### config.mk
export PLATFORM = sky130hd
export DESIGN_NAME = daq_word_pair_unpacker
export DESIGN_NICKNAME = d
export VERILOG_FILES = /design/src/design/daqwp_pkg.sv /design/src/design/daqwp_scaler_store.sv /design/src/design/daqwp_decode.sv /design/src/design/daq_word_pair_unpacker.sv
export VERILOG_INCLUDE_DIRS = /design/src /design/src/design
export SDC_FILE = /design/constraint.sdc
export NUM_CORES = 1
export LEC_CHECK = 0
export ABC_AREA = 1
export BUFFER_PORTS_ARGS = -buffer_cell sky130_fd_sc_hd__clkbuf_2
export CORE_ASPECT_RATIO = 2
export CORE_UTILIZATION = 40
export CTS_BUF_LIST = sky130_fd_sc_hd__clkbuf_2
export CTS_CLUSTER_SIZE = 10
export DETAILED_ROUTE_END_ITERATION = 7
export GPL_ROUTABILITY_DRIVEN = 0
export PLACE_DENSITY = 0.66
export SYNTH_ARGS = -nofsm -noshare
export SYNTH_HDL_FRONTEND = slang
export SYNTH_SLANG_ARGS = --single-unit
### constraint.sdc
create_clock -name clk -period 13.8 [get_ports clk]
set_input_delay 2.76 -clock clk [delete_from_list [all_inputs] [get_ports clk]]
set_output_delay 2.76 -clock clk [all_outputs]
set_load 0.01 [all_outputs]
### src/design/daq_word_pair_unpacker_assert.svh
// ----------------------------------------------------------------------------
// daq word pair unpacker assertion macros
// shared assertion forms, clocked on clk and held off during reset
// ----------------------------------------------------------------------------
`ifndef DAQ_WORD_PAIR_UNPACKER_ASSERT_SVH
`define DAQ_WORD_PAIR_UNPACKER_ASSERT_SVH

// condition implies consequence in the same cycle
`define DAQWP_ASSERT_NOW(label, cond_a, cond_c, msg) \
    label: assert property (@(posedge clk) disable iff (!rst_n) (cond_a) |-> (cond_c)) \
        else $error(msg);

// condition implies consequence in the next cycle
`define DAQWP_ASSERT_NEXT(label, cond_a, cond_c, msg) \
    label: assert property (@(posedge clk) disable iff (!rst_n) (cond_a) |=> (cond_c)) \
        else $error(msg);

`endif

### src/design/daqwp_pkg.sv
// ----------------------------------------------------------------------------
// daqwp_pkg
// types, codes and helpers shared by the word pair unpacker modules
// ----------------------------------------------------------------------------
package daqwp_pkg;

    localparam int WORD_W     = 32;
    localparam int MOD_W      = 6;
    localparam int CHAN_W     = 6;
    localparam int VALUE_W    = 16;
    localparam int CODE_W     = 4;
    localparam int FIELD_W    = 20;
    localparam int TS_LOW_W   = 28;
    localparam int TS_HIGH_W  = 20;
    localparam int TS_FULL_W  = 48;
    localparam int PIECE_W    = 16;
    localparam int SCALER_W   = 48;
    localparam int ENABLE_W   = 32;
    localparam int IN_TDATA_W = 64;
    localparam int OUT_USED_W = 179;
    localparam int OUT_TDATA_W = 184;

    typedef enum logic [1:0] {
        DT_WAVE  = 2'd0,
        DT_TRACE = 2'd1,
        DT_INFO  = 2'd2,
        DT_ADC   = 2'd3
    } word_kind_t;

    // information word codes
    localparam logic [CODE_W-1:0] INFO_PAUSE  = 4'd2;
    localparam logic [CODE_W-1:0] INFO_RESUME = 4'd3;
    localparam logic [CODE_W-1:0] INFO_SYNC   = 4'd4;
    localparam logic [CODE_W-1:0] INFO_CORR   = 4'd8;

    // correlation scaler piece index
    localparam logic [3:0] PIECE_LOW  = 4'd0;
    localparam logic [3:0] PIECE_MID  = 4'd1;
    localparam logic [3:0] PIECE_HIGH = 4'd2;

    typedef struct packed {
        logic [PIECE_W-1:0] mid;
        logic [PIECE_W-1:0] low;
    } scaler_entry_t;

    typedef struct packed {
        logic          en;
        scaler_entry_t entry;
    } store_wr_t;

    typedef struct packed {
        word_kind_t             kind;
        logic [MOD_W-1:0]       module_id;
        logic [CHAN_W-1:0]      channel_id;
        logic                   range_sel;
        logic [VALUE_W-1:0]     value16;
        logic [CODE_W-1:0]      info_op;
        logic [FIELD_W-1:0]     info_arg;
        logic [TS_LOW_W-1:0]    timestamp_low;
        logic [TS_FULL_W-1:0]   timestamp_full;
        logic [SCALER_W-1:0]    scaler;
        logic                   in_sync;
        logic                   forward;
    } result_t;

    // module numbers run from 1 to n_modules
    function automatic logic module_in_range(input logic [MOD_W-1:0] m,
                                             input int unsigned n_modules);
        logic ok;
        ok = (m != '0) && (32'(m) <= n_modules);
        return ok;
    endfunction

endpackage

### src/design/daqwp_scaler_store.sv
// ----------------------------------------------------------------------------
// daqwp_scaler_store
// per-module scaler piece memory with registered read, valid bits and a
// write-to-read bypass for back-to-back access to the same slot
// ----------------------------------------------------------------------------
module daqwp_scaler_store
    import daqwp_pkg::*;
#(
    parameter int N_MODULES = 32,
    parameter int SLOT_W    = 5
)
(
    input  logic              clk,
    input  logic              rst_n,
    input  logic              rd_en,
    input  logic [SLOT_W-1:0] rd_slot,
    input  store_wr_t         wr,
    input  logic [SLOT_W-1:0] wr_slot,
    output scaler_entry_t     rd_entry
);

    scaler_entry_t mem [N_MODULES];
    scaler_entry_t q_reg;
    scaler_entry_t byp_reg;

    logic [N_MODULES-1:0] valid_reg;
    logic                 q_valid_reg;
    logic                 byp_hit_reg;

    always_ff @(posedge clk)
    begin
        if (wr.en)
        begin
            mem[wr_slot] <= wr.entry;
        end
        if (rd_en)
        begin
            q_reg   <= mem[rd_slot];
            byp_reg <= wr.entry;
        end
    end

    // never-written entries read as zero
    always_ff @(posedge clk or negedge rst_n)
    begin
        if (!rst_n)
        begin
            valid_reg   <= '0;
            q_valid_reg <= 1'b0;
            byp_hit_reg <= 1'b0;
        end
        else
        begin
            if (wr.en)
            begin
                valid_reg[wr_slot] <= 1'b1;
            end
            if (rd_en)
            begin
                q_valid_reg <= valid_reg[rd_slot];
                byp_hit_reg <= wr.en && (wr_slot == rd_slot);
            end
        end
    end

    always_comb
    begin
        if (byp_hit_reg)
        begin
            rd_entry = byp_reg;
        end
        else if (q_valid_reg)
        begin
            rd_entry = q_reg;
        end
        else
        begin
            rd_entry = '0;
        end
    end

endmodule

### src/design/daqwp_decode.sv
// ----------------------------------------------------------------------------
// daqwp_decode
// field extraction per data type, timestamp and sync state, scaler update
// ----------------------------------------------------------------------------
module daqwp_decode
    import daqwp_pkg::*;
#(
    parameter int N_MODULES = 32,
    parameter int SLOT_W    = 5
)
(
    input  logic                clk,
    input  logic                rst_n,
    input  logic                commit,
    input  logic [WORD_W-1:0]   first_word,
    input  logic [WORD_W-1:0]   second_word,
    input  logic [ENABLE_W-1:0] module_enable,
    input  scaler_entry_t       entry,
    output result_t             result,
    output store_wr_t           wr,
    output logic [SLOT_W-1:0]   wr_slot
);

    logic [TS_HIGH_W-1:0] ts_high_reg;
    logic [TS_HIGH_W-1:0] ts_high_next;
    logic                 sync_reg;
    logic                 sync_next;

    logic [MOD_W-1:0]   mod_hit;
    logic [MOD_W-1:0]   mod_hit_m1;
    logic [MOD_W-1:0]   mod_info;
    logic [MOD_W-1:0]   mod_info_m1;
    logic [FIELD_W-1:0] field;
    logic [CODE_W-1:0]  code;
    logic [3:0]         piece_idx;
    logic [PIECE_W-1:0] piece;
    logic [TS_LOW_W-1:0] ts_low;
    logic               hit_enabled;
    logic               fwd;

    assign mod_hit     = first_word[27:22];
    assign mod_hit_m1  = mod_hit - MOD_W'(1);
    assign mod_info    = first_word[29:24];
    assign mod_info_m1 = mod_info - MOD_W'(1);
    assign field       = first_word[19:0];
    assign code        = first_word[23:20];
    assign piece_idx   = field[19:16];
    assign piece       = field[15:0];
    assign ts_low      = second_word[27:0];
    assign wr_slot     = mod_info_m1[SLOT_W-1:0];

    // enable bits only cover modules 1 to 32
    assign hit_enabled = module_in_range(mod_hit, N_MODULES)
                      && (mod_hit <= MOD_W'(ENABLE_W))
                      && module_enable[mod_hit_m1[4:0]];

    always_comb
    begin
        result       = '0;
        wr           = '0;
        wr.entry     = entry;
        ts_high_next = ts_high_reg;
        sync_next    = sync_reg;
        fwd          = 1'b0;
        result.kind  = word_kind_t'(first_word[31:30]);

        case (word_kind_t'(first_word[31:30]))
            DT_ADC:
            begin
                result.module_id     = mod_hit;
                result.channel_id    = first_word[21:16];
                result.range_sel     = first_word[28];
                result.value16       = first_word[15:0];
                result.timestamp_low = ts_low;
                fwd                  = hit_enabled;
            end
            DT_INFO:
            begin
                result.module_id     = mod_info;
                result.info_op       = code;
                result.info_arg      = field;
                result.timestamp_low = ts_low;
                if (code == INFO_PAUSE)
                begin
                    ts_high_next = field;
                end
                else if (code inside {INFO_RESUME, INFO_SYNC})
                begin
                    ts_high_next = field;
                    sync_next    = 1'b1;
                end
                else if (code == INFO_CORR && module_in_range(mod_info, N_MODULES))
                begin
                    if (piece_idx == PIECE_LOW)
                    begin
                        wr.en        = 1'b1;
                        wr.entry.low = piece;
                    end
                    else if (piece_idx == PIECE_MID)
                    begin
                        wr.en        = 1'b1;
                        wr.entry.mid = piece;
                    end
                    else if (piece_idx == PIECE_HIGH)
                    begin
                        result.scaler = {piece, entry.mid, entry.low};
                        fwd           = 1'b1;
                    end
                end
            end
            DT_TRACE:
            begin
                result.module_id     = mod_hit;
                result.channel_id    = first_word[21:16];
                result.value16       = first_word[15:0];
                result.timestamp_low = ts_low;
            end
            default:
            begin
                result.value16 = {2'b00, first_word[29:16]};
            end
        endcase

        // full timestamp uses state as updated by this word
        if (sync_next)
        begin
            result.timestamp_full = {ts_high_next, result.timestamp_low};
        end
        result.in_sync = sync_next;
        result.forward = fwd && sync_next;
    end

    always_ff @(posedge clk or negedge rst_n)
    begin
        if (!rst_n)
        begin
            ts_high_reg <= '0;
            sync_reg    <= 1'b0;
        end
        else if (commit)
        begin
            ts_high_reg <= ts_high_next;
            sync_reg    <= sync_next;
        end
    end

endmodule

### src/design/daq_word_pair_unpacker.sv
// ----------------------------------------------------------------------------
// daq_word_pair_unpacker
// path: an accepted word pair passes the stage 1 register, then the output register, to m_tvalid
// throughput: one word pair per cycle while m_tready does not stall the output register
// reset: module_enable all ones, timestamp and sync cleared, scaler slots zero
// ----------------------------------------------------------------------------
`include "daq_word_pair_unpacker_assert.svh"

module daq_word_pair_unpacker
    import daqwp_pkg::*;
#(
    parameter int N_MODULES = 32
)
(
    input  logic                   clk,
    input  logic                   rst_n,
    // input stream
    input  logic                   s_tvalid,
    output logic                   s_tready,
    input  logic [IN_TDATA_W-1:0]  s_tdata,   // first_word[31:0], second_word[63:32]
    // output stream
    output logic                   m_tvalid,
    input  logic                   m_tready,
    output logic [OUT_TDATA_W-1:0] m_tdata,   // module_id[5:0], channel_id[11:6],
                                              // range_sel[12], value16[28:13],
                                              // info_op[32:29], info_arg[52:33],
                                              // timestamp_low[80:53],
                                              // timestamp_full[128:81],
                                              // scaler[176:129], in_sync[177],
                                              // forward[178], zero pad[183:179]
    output logic [1:0]             m_tuser,   // kind[1:0]
    // module enable register
    input  logic                   cfg_wr_en,
    input  logic [ENABLE_W-1:0]    cfg_wr_data
);

    localparam int SLOT_W = (N_MODULES > 1) ? $clog2(N_MODULES) : 1;

    // pipeline: stage 0 accepts and issues the scaler read, stage 1 decodes and
    // writes the slot back, then the output register holds the result word
    logic                 s1_valid_reg;
    logic                 s1_valid_next;
    logic [WORD_W-1:0]    s1_w0_reg;
    logic [WORD_W-1:0]    s1_w1_reg;
    logic                 out_valid_reg;
    logic                 out_valid_next;
    result_t              out_reg;
    logic [ENABLE_W-1:0]  enable_reg;

    logic                 accept;
    logic                 s1_adv;
    logic [MOD_W-1:0]     in_mod;
    logic [MOD_W-1:0]     in_mod_m1;
    logic                 rd_en;
    scaler_entry_t        rd_entry;
    store_wr_t            wr_req;
    store_wr_t            wr_gated;
    logic [SLOT_W-1:0]    wr_slot;
    result_t              s1_result;

    // stage 1 moves on when the output register is free or being emptied
    assign s1_adv   = s1_valid_reg && (!out_valid_reg || m_tready);
    assign s_tready = !s1_valid_reg || s1_adv;
    assign accept   = s_tvalid && s_tready;

    // scaler slot of an info word: module in bits 29:24 of first_word
    assign in_mod    = s_tdata[29:24];
    assign in_mod_m1 = in_mod - MOD_W'(1);
    assign rd_en     = accept && module_in_range(in_mod, N_MODULES);

    // slot write only when the decoded word leaves stage 1
    always_comb
    begin
        wr_gated    = wr_req;
        wr_gated.en = wr_req.en && s1_adv;
    end

    daqwp_scaler_store #(
        .N_MODULES (N_MODULES),
        .SLOT_W    (SLOT_W)
    ) u_store (
        .clk      (clk),
        .rst_n    (rst_n),
        .rd_en    (rd_en),
        .rd_slot  (in_mod_m1[SLOT_W-1:0]),
        .wr       (wr_gated),
        .wr_slot  (wr_slot),
        .rd_entry (rd_entry)
    );

    daqwp_decode #(
        .N_MODULES (N_MODULES),
        .SLOT_W    (SLOT_W)
    ) u_decode (
        .clk           (clk),
        .rst_n         (rst_n),
        .commit        (s1_adv),
        .first_word    (s1_w0_reg),
        .second_word   (s1_w1_reg),
        .module_enable (enable_reg),
        .entry         (rd_entry),
        .result        (s1_result),
        .wr            (wr_req),
        .wr_slot       (wr_slot)
    );

    always_comb
    begin
        s1_valid_next = s1_valid_reg;
        if (accept)
        begin
            s1_valid_next = 1'b1;
        end
        else if (s1_adv)
        begin
            s1_valid_next = 1'b0;
        end

        out_valid_next = out_valid_reg;
        if (s1_adv)
        begin
            out_valid_next = 1'b1;
        end
        else if (m_tready)
        begin
            out_valid_next = 1'b0;
        end
    end

    always_ff @(posedge clk or negedge rst_n)
    begin
        if (!rst_n)
        begin
            s1_valid_reg  <= 1'b0;
            out_valid_reg <= 1'b0;
            enable_reg    <= '1;
        end
        else
        begin
            s1_valid_reg  <= s1_valid_next;
            out_valid_reg <= out_valid_next;
            if (cfg_wr_en)
            begin
                enable_reg <= cfg_wr_data;
            end
        end
    end

    // payload registers
    always_ff @(posedge clk)
    begin
        if (accept)
        begin
            s1_w0_reg <= s_tdata[31:0];
            s1_w1_reg <= s_tdata[63:32];
        end
        if (s1_adv)
        begin
            out_reg <= s1_result;
        end
    end

    assign m_tvalid = out_valid_reg;
    assign m_tuser  = out_reg.kind;
    assign m_tdata  = {
        (OUT_TDATA_W - OUT_USED_W)'(0),
        out_reg.forward,
        out_reg.in_sync,
        out_reg.scaler,
        out_reg.timestamp_full,
        out_reg.timestamp_low,
        out_reg.info_arg,
        out_reg.info_op,
        out_reg.value16,
        out_reg.range_sel,
        out_reg.channel_id,
        out_reg.module_id
    };

    // nothing is forwarded before the block is synchronized
    `DAQWP_ASSERT_NOW(a_fwd_sync, m_tvalid && out_reg.forward, out_reg.in_sync, "fwd unsynced")
    // sync flag is sticky from one result word to the next
    `DAQWP_ASSERT_NEXT(a_sticky, m_tvalid && out_reg.in_sync, out_reg.in_sync, "sync dropped")
    // an empty output register never blocks the input side
    `DAQWP_ASSERT_NOW(a_ready_empty, !out_valid_reg, s_tready, "stall with empty output")
    // an assembled scaler only comes from an information word
    `DAQWP_ASSERT_NOW(a_scl_info, m_tvalid && |out_reg.scaler, m_tuser == DT_INFO, "stray scaler")

endmodule
## Word-level counts from Yosys, hierarchy flattened

Memories as Yosys holds them, arrays and structs flattened. A register that Yosys moved wholly into a read port is not among the register bits.
Cells that the tools add are included.

- Add/sub/neg operators: 3
- Order comparisons: 8
- Equality and inequality tests: 10
- Muxes and demuxes: 38
- Bitwise gates (word level): 4
- Reduce and logical (&&, ||, !) cells: 27

Operators by type and width:

| cell | number |
|---|---|
| 2-to-1 mux 33 bit | 4 |
| 2-to-1 mux 32 bit | 2 |
| 2-to-1 mux 20 bit | 3 |
| 2-to-1 mux 16 bit | 2 |
| OR 32 bit | 1 |
| one-hot mux 16 bit (2 select lines) | 1 |
| 2-to-1 mux 28 bit | 1 |
| less-or-equal comparator 6 bit (second input constant) | 4 |
| 2-to-1 mux 1 bit | 19 |
| < comparator 5 x 6 -> 1 bit (second input constant) | 3 |
| nonzero test 6 bit | 3 |
| 2-to-1 mux 17 bit | 1 |
| subtractor 5 x 1 -> 5 bit (second input constant) | 3 |
| logical AND 1 bit | 13 |
| equality test 4 x 2 -> 1 bit (second input constant) | 3 |
| one-hot mux 6 bit (2 select lines) | 1 |
| binary-select mux 1 bit (select 5 bit) | 2 |
| OR reduction 7 bit | 1 |
| nonzero test 2 bit | 3 |
| demux 1 bit (select 5 bit) | 1 |
| equality test 5 bit | 1 |
| >= comparator 5 x 1 -> 1 bit (second input constant) | 1 |
| equality test 2 bit (second input constant) | 2 |
| equality test 4 x 1 -> 1 bit (second input constant) | 1 |
| other kinds (10) | 14 |

- Flip-flop bits (word level): 362
- Bits in writable memories: 1024
- Word-level logic and storage cells: 115
- Memories kept: 1

Memories:

| memory | words | bits a word | read ports | clocked after memory_dff | write ports | RTL line | text |
|---|---|---|---|---|---|---|---|
| u_store.mem | 32 | 32 | 1 | 1 | 1 | daqwp_scaler_store.sv:22 | `scaler_entry_t mem [N_MODULES];` |

## Longest topological paths before layout

Gate-level depths: netlist of run 1.

- Word-level depth: 11
- Depth in mapped cells: 15
- Depth with buffers taken out: 12

## Modules after synthesis

From an unflattened synthesis of run 1, not the netlist that was laid out.

- Cell total of the unflattened synthesis: 4708
- Area total of the unflattened synthesis: 57274.9 µm²

Modules (own cells, without submodules):

| module | times used | cells each | area an instance (µm²) | seq. area each (µm²) |
|---|---|---|---|---|
| daqwp_scaler_store | 1 | 3702 | 44925.6 | 33522.2 |
| daq_word_pair_unpacker | 1 | 351 | 8982.4 | 8247.9 |
| daqwp_decode | 1 | 655 | 3367.0 | 525.5 |

## Worst setup path before layout of run 1

Ideal clock, no wire load.

- Path kind: in2reg
- From: input m_tready
- To: register out_reg (netlist bit m_tdata[0]) (enable)
- Arrival time: 6.697 ns
- Required time: 13.268 ns
- Slack: 6.571 ns
- Stages on the path: 5
- Cells stage by stage: inv_1 nand2_1 nand2_1 clkbuf_1 inv_1

- Longest elaborated chain between the ends: 2

Ends and longest elaborated chain:

| item | RTL line | text |
|---|---|---|
| start, declared | daq_word_pair_unpacker.sv:23 | `input logic m_tready,` |
| logical OR 1 bit | daq_word_pair_unpacker.sv:62 | `assign s1_adv = s1_valid_reg && (!out_valid_reg \|\| m_tready);` |
| logical AND 1 bit | daq_word_pair_unpacker.sv:62 |  |
| end signal, assigned | daq_word_pair_unpacker.sv:159 | `out_reg <= s1_result;` |
| end, declared | daq_word_pair_unpacker.sv:47 | `result_t out_reg;` |

Every way passes these cells.
A chain may end at the register's enable or synchronous reset.

## Worst setup path after layout of run 1

- From: input s_tdata[24]
- To: register u_store.q_reg[21] (netlist name)

- Longest elaborated chain between the ends: 3
- Elaborated cells between the ends (all ways): 5
- Classes of those cells: add/sub (1); order compare (1); reduce/logical (3)

Ends and longest elaborated chain:

| item | RTL line | text |
|---|---|---|
| start, declared | daq_word_pair_unpacker.sv:20 | `input logic [IN_TDATA_W-1:0] s_tdata,` |
| less-or-equal comparator 6 bit or nonzero test 6 bit (tied branches) | daqwp_pkg.sv:70 | `ok = (m != '0) && (32'(m) <= n_modules);` |
| logical AND 1 bit | daqwp_pkg.sv:70 |  |
| logical AND 1 bit | daq_word_pair_unpacker.sv:69 | `assign rd_en = accept && module_in_range(in_mod, N_MODULES);` |

Parallel ways exist; a longest one is shown, timed or not.

==> results.tsv, run 1 <==
stage	metric	value	unit
run_status	run status	finished clean	
die	Rows	192	
logic_synthesis	Synth Warn #	0	
grt	number of global-route vias before repair	35843	
worst_setup_path	crit start category	input pin	
hold_path	hold worst-path end	u_store.valid_reg[24]	
grt	largest net degree at the start of global routing	239	
worst_setup_path	cell family with most CP delay	buffers and inverters	
finish	area delta synth->final	11.1	%
placed_design	Port Buffers	279	
logic_synthesis	Post-synth ARST share	6.28	%
power_and_ir_drop	Max VDD drop	62.6	µV
drt	initial drt markers	3188	
worst_setup_path	Slowest Stage Delay on Critical Path	880	ps
die	Core Area	137000	µm²
die	die width	265	µm
worst_setup_path	Reg2Reg Launch Point	s1_w0_reg[22]	
clock_network	CTS tree	yes	
power_and_ir_drop	Leakage	21.8	nW
worst_setup_path	r2r endpoint	u_store.mem[8][13]	
timing	final setup margin	6630	ps
logic_synthesis	post-synthesis cell area	55400	µm²
logic_synthesis	number of synthesized flops with an enable pin	1329	
worst_setup_path	CP Cell Sequence	buf_8, inv_12, ha_4, buf_4, buf_4, buf_4, o21ai_0, o221ai_1, nand3_1, nand2_1, nand2_1, nand2_1	
finish	share of post-route cells with drive strength above 1	20.3	%
timing	final worst-path cycle share	52.0	%
die	# IOs	289	
drt	DR pass1 iterations	6	
timing	Worst-Margin Slew	1390	ps
worst_setup_path	worst path required time	15000	ps
clock_network	hold_buf cts	0	
die	die height	528	µm
drt	drc violations	0	
clock_network	clock latency on the worst-skew pair	1370	ps
worst_setup_path	element type at the critical path end	register	
timing	slew margin rel.	7.49	%
drt	post-route ant nets	0	
finish	Final #Nets	4567	
placed_design	DP Area	59000	µm²
timing	unrepaired setup endpoints after global routing	false	
drt	routed length per instance	22.8	µm
placed_design	DP Wirelength	81700	µm
logic_synthesis	Synth Register Bits	1418	
worst_setup_path	Reg2Reg Depth	7	
grt	grt total ovfl	0	
die	Starting Density	40.4	%
clock_network	register clock-pin slew on the reported worst setup and hold paths	110	ps
finish	design area	61500	µm²
die	die area	140000	µm²
finish	FILL cells	12163	
timing	clk_skew	128	ps
grt	initial antenna violation count	2	
worst_setup_path	critical path peak fanout	238	
power_and_ir_drop	Power Total	0.00853	W
worst_setup_path	CP max-delay cell	buf_4	
timing	Slew Limit Fails	0	
clock_network	# Post-CTS Setup Buffers	0	
placed_design	Placed Instances	6015	
drt	WL final	148000	µm
grt	global-route wire length before repair	216000	µm
timing	Final Hold Vio Count	0	
drt	via count	36007	
clock_network	cts bufs inserted	284	
worst_setup_path	Crit Path Class	input pin to register	
clock_network	clk sink count	1418	
clock_network	post-CTS resize count	0	
clock_network	clock buffer depth	4	
finish	Biggest register	u_store.mem	
logic_synthesis	ys flop type	edfxtp_1	
worst_setup_path	CP arrival	8370	ps
worst_setup_path	worst reg-to-reg setup slack	8880	ps
drt	vias per cell	5.53	
logic_synthesis	Syn Inst Count	4092	
logic_synthesis	Avg Cell Area, Syn	13.5	µm²
hold_path	hold-critical path depth	2	
grt	GRT Overall Usage	20.6	%
job	max_cap viols	0	
timing	Fmax achieved	139	MHz
power_and_ir_drop	PwrDens	139	nW/µm²
timing	final setup fails	0	
timing	post-layout minimum cycle time	7170	ps
logic_synthesis	Yosys cell types	41	
finish	Post-Layout Cell Count	6513	
placed_design	pre-CTS setup slack	5620	ps
logic_synthesis	register area share after synthesis	76.1	%
hold_path	Worst Hold Launch	u_store.valid_reg[24]	
clock_network	clock root buffer	clkbuf_2	
hold_path	Hold Path Class	register to register	
clock_network	H-Tree Depth	5	
worst_setup_path	Bufs and invs on worst path	5	
finish	max FFs per register	1024	
timing	setup TNS	0	ps
-- final cells by class --
| type | instances | area, µm² | share of cell area, % |
|---|---|---|---|
| Clock buffer | 405 | 2030 | 3.29 |
| Timing Repair Buffer | 361 | 2040 | 3.31 |
| Inverter | 149 | 587 | 0.954 |
| Sequential cell | 1418 | 42200 | 68.5 |
| Clock inverter | 91 | 544 | 0.884 |
| Tap cell | 1843 | 2310 | 3.75 |
| Multi-Input combinational cell | 2244 | 11900 | 19.3 |
| Antenna cell | 2 | 5.00 | 0.00813 |
-- per-stage QoR --
stage | hold slack (ps) | util (%)
floorplan | 421 | -
global placement | 429 | 43.0
detailed placement | 434 | 43.0
CTS | 461 | 44.9
global route | 481 | 44.9
finish | 458 | 44.9
-- cell usage after synthesis, types with 57 or more instances --
master,number,share of area [%]
buf_2,73,0.66
clkbuf_1,187,1.3
dfrtp_1,57,2.6
edfxtp_1,1329,72
inv_1,140,0.95
nand2_1,317,2.1
nand3_1,183,1.7
nor2_1,693,4.7
o21ai_0,574,5.2
o221ai_1,256,4.0
-- worst max-delay path by stage --
| stage | slack, ps | depth (start not counted) | start | to |
|---|---|---|---|---|
| 2_1_floorplan | 6570 | 5 | m_tready | m_tdata[0] |
| 3_3_place_gp | 5670 | 12 | s_tdata[24] | u_store.q_reg[21] |
| 3_5_place_dp | 5620 | 12 | s_tdata[24] | u_store.q_reg[21] |
| 4_1_cts | 7120 | 12 | s_tdata[24] | u_store.q_reg[21] |
| 5_1_grt | 6610 | 12 | s_tdata[24] | u_store.q_reg[21] |
| 6_report | 6630 | 12 | s_tdata[24] | u_store.q_reg[21] |
-- per-layer routing --
layer  up-vias  global-route usage, %  share of wire, %
met5         -                      0                 0
met4         0                   12.2               5.2
met3       396                   3.20               7.2
met2      1724                   38.6                54
met1     17852                   21.4                34
li1      16035                      -                 -
-- worst min-delay path: stages, from the launching register on --
cell     delay, ps
dfrtp_1        340
inv_1           50
o21ai_2         40
-- logic make-up (layout without fill, tap and decap cells) --
| logic type | after synthesis | count (layout) | synth area share [%] |
|---|---|---|---|
| xor+xnor | 8 | 8 | 0.154 |
| compound gates | 955 | 955 | 10.7 |
| mux | 32 | 32 | 0.651 |
| simple gates | 1236 | 1236 | 8.95 |
| flops | 1418 | 1418 | 76.1 |
| other cells | 1 | 7 | 0.00677 |
| buf+inv | 434 | 1006 | 3.21 |
| fa+ha+maj | 8 | 8 | 0.181 |
-- placed cells by master, fill, tap and decap left out, drive strengths merged, types with 2 or more instances in the layout --
master / instances
dfrtp: 57
o22ai: 20
o211ai: 8
a22oi: 32
dfstp: 32
nor3: 34
nand3: 184
xnor2: 5
buf: 84
ha: 8
nand4: 2
edfxtp: 1329
o21ai: 596
clkinv: 82
bufinv: 7
nor2: 693
clkbuf: 682
mux2: 32
a21oi: 26
inv: 150
xor2: 3
diode: 2
o21bai: 16
conb: 5
o221ai: 256
nand2: 322
-- where the power goes --
part | switching (W) | internal (W)
clock | 0.00154 | 0.000917
sequential | 0.0000613 | 0.00501
combinational | 0.000734 | 0.000263
total | 0.00234 | 0.00619
Note: power is estimated with default switching activity, not from simulation.
==> run 2, diff against run 1 <==
Clock period 13.8 ns to 7.2 ns, I/O delays scaled along.
==> run 2 against run 1 <==
Against the previous run: die area unchanged; critical path depth is 2 lower; cell count barely moved; count of clock-buffer cells in the layout rose by 2; clock skew is 25 ps higher; critical endpoint is now u_store.mem[9][23]; final area up 0.17%; worst hold slack got worse by 230 ps; combinational power rose by 94%; wire length down 0.96%.
==> results.tsv, run 2 (synthesis results as in run 1) <==
stage	metric	value	unit	change
worst_setup_path	worst path required time	8220	ps	-6780 ps
power_and_ir_drop	Leakage	21.8	nW	+0.14%
timing	Slew Limit Fails	0		unchanged
finish	FILL cells	12064		-0.81%
finish	share of post-route cells with drive strength above 1	20.3	%	about the same
drt	initial drt markers	3074		-3.6%
die	die area	140000	µm²	unchanged
job	max_cap viols	0		unchanged
timing	slew margin rel.	6.62	%	-0.87 points
die	Core Area	137000	µm²	unchanged
timing	setup TNS	0	ps	unchanged
die	Starting Density	40.4	%	unchanged
drt	vias per cell	5.49		-0.61%
hold_path	Hold Path Class	input pin to register		
clock_network	clock root buffer	clkbuf_2		
timing	unrepaired setup endpoints after global routing	false		
grt	largest net degree at the start of global routing	209		-13%
timing	Worst-Margin Slew	1400	ps	+13.1 ps
placed_design	DP Area	59000	µm²	+0.15%
clock_network	cts bufs inserted	286		+0.70%
finish	Post-Layout Cell Count	6516		+0.046%
die	Rows	192		unchanged
worst_setup_path	cell family with most CP delay	simple AND/OR/NAND/NOR gates		
finish	area delta synth->final	11.3	%	
drt	routed length per instance	22.6	µm	-1.0%
drt	WL final	147000	µm	-0.96%
drt	post-route ant nets	0		unchanged
placed_design	Placed Instances	6015		unchanged
grt	GRT Overall Usage	20.5	%	-0.045 points
worst_setup_path	crit start category	register		
finish	commonest non-fill, non-tap cells in the layout	1329 x edfxtp_1, 684 x clkbuf_2, 660 x nor2_1		
finish	Multi-input gate area	11900	µm²	about the same
worst_setup_path	CP arrival	5760	ps	-2610 ps
finish	fin util	44.9	%	+0.077 points
drt	DR pass1 iterations	8		+2
worst_setup_path	Bufs and invs on worst path	3		-2
drt	drc violations	0		unchanged
clock_network	# Post-CTS Setup Buffers	0		unchanged
timing	Fmax achieved	211	MHz	
worst_setup_path	CP max-delay cell	nor2_4		
drt	via count	35803		-0.57%
clock_network	clock buffer depth	4		unchanged
power_and_ir_drop	Max VDD drop	123	µV	+97%
grt	number of global-route vias before repair	36139		+0.83%
grt	global-route wire length before repair	216000	µm	+0.31%
finish	FF+latch area	42200	µm²	unchanged
timing	final setup fails	0		unchanged
worst_setup_path	Crit Path Class	register to register		
clock_network	clock latency on the worst-skew pair	1420	ps	+50 ps
grt	initial antenna violation count	3		+1
finish	design area	61600	µm²	+0.17%
timing	final worst-path cycle share	65.9	%	
finish	Biggest register	u_store.mem		
die	die height	528	µm	unchanged
clock_network	clk sink count	1418		unchanged
die	die width	265	µm	unchanged
clock_network	register clock-pin slew on the reported worst setup and hold paths	130	ps	+20 ps
worst_setup_path	Slowest Stage Delay on Critical Path	990	ps	+110 ps
placed_design	DP Wirelength	84200	µm	+3.1%
timing	clk_skew	152	ps	+24.6 ps
die	# IOs	289		unchanged
timing	post-layout minimum cycle time	4750	ps	
power_and_ir_drop	PwrDens	265	nW/µm²	+91%
clock_network	H-Tree Depth	5		unchanged
finish	max FFs per register	1024		unchanged
worst_setup_path	critical path peak fanout	23		-90%
grt	grt total ovfl	0		unchanged
finish	most common cell after layout, fill and taps aside	edfxtp_1		
worst_setup_path	CP Cell Sequence	inv_1, ha_1, nand2_1, nand2_1, nor3_1, nand2_2, clkinv_2, nand2_2, nor2_4, buf_4		
run_status	run status	finished clean		
finish	Final #Nets	4572		+0.11%
worst_setup_path	element type at the critical path end	register		
clock_network	CTS tree	yes		
placed_design	Port Buffers	279		unchanged
timing	Final Hold Vio Count	0		unchanged
==> run 2: cell types whose count changed in the layout (fill, tap and decap cells not counted), sizes merged <==
cell,delta
clkinv,-5
buf,+2
clkbuf,+2
inv,+2
bufinv,-1
clkinvlp,+1
diode,+1
dlygate4sd3,+1
==> run 2: per-stage QoR <==
step                hold slack [ps]  worst slack, ps  power, W
detailed placement              436             2150    0.0118
CTS                            92.3             2450    0.0164
finish                          225             2450    0.0163
floorplan                       421             1290    0.0110
global placement                434             2180    0.0117
global route                    201             2290    0.0170
==> run 2: final timing paths <==
| check | start | end | slack (ps) | depth (start not counted) |
|---|---|---|---|---|
| worst min register to register | u_store.valid_reg[26] | u_store.valid_reg[26] | 460 | 2 |
| worst min-delay path | s_tdata[4] | s1_w0_reg[4] | 220 | 1 |
| max in group asynchronous | rst_n | u_store.byp_hit_reg | 5410 | 3 |
| min in group asynchronous | rst_n | u_store.valid_reg[15] | 510 | 2 |
| worst max register to register | s1_w0_reg[22] | u_store.mem[9][23] | 2450 | 10 |
| worst max-delay path | s1_w0_reg[22] | u_store.mem[9][23] | 2450 | 10 |
==> run 2: worst reg2reg max path: cells and delay by family (launching register included) <==
kind	cells	cell delay, ps
and+or+nand+nor	6	2060
adders and majority gates	1	460
buffers and inverters	3	1150
DFF	1	780
==> run 2: final cells by class <==
class                      instances  share of cell area (%)
clock inverter                    88                   0.816
antenna                            3                  0.0122
clock buffer                     407                    3.30
inverter                         149                   0.952
sequential                      1418                    68.4
multi-input combinational       2244                    19.2
tap                             1843                    3.74
timing repair buffer             364                    3.51
==> run 2: timing repair <==
item / in CTS / in global routing
hold buffers: 1 / 0
resized for setup: 0 / 0
endpoints found under the hold margin: 32 / 0
==> run 2: routing by layer <==
layer	part of all wire, %	GRT usage [%]	vias up
met3	7.0	3.06	385
met5	0	0	-
met4	5.0	12.2	0
li1	-	-	16046
met2	54	38.2	1650
met1	34	21.7	17722
==> run 2: report_power, final <==
group	internal [W]	leakage [nW]	total (W)	switching (W)
logic	0.000516	6.49	0.00193	0.00141
registers	0.00960	13.4	0.00971	0.000116
clock network	0.00172	1.93	0.00470	0.00298
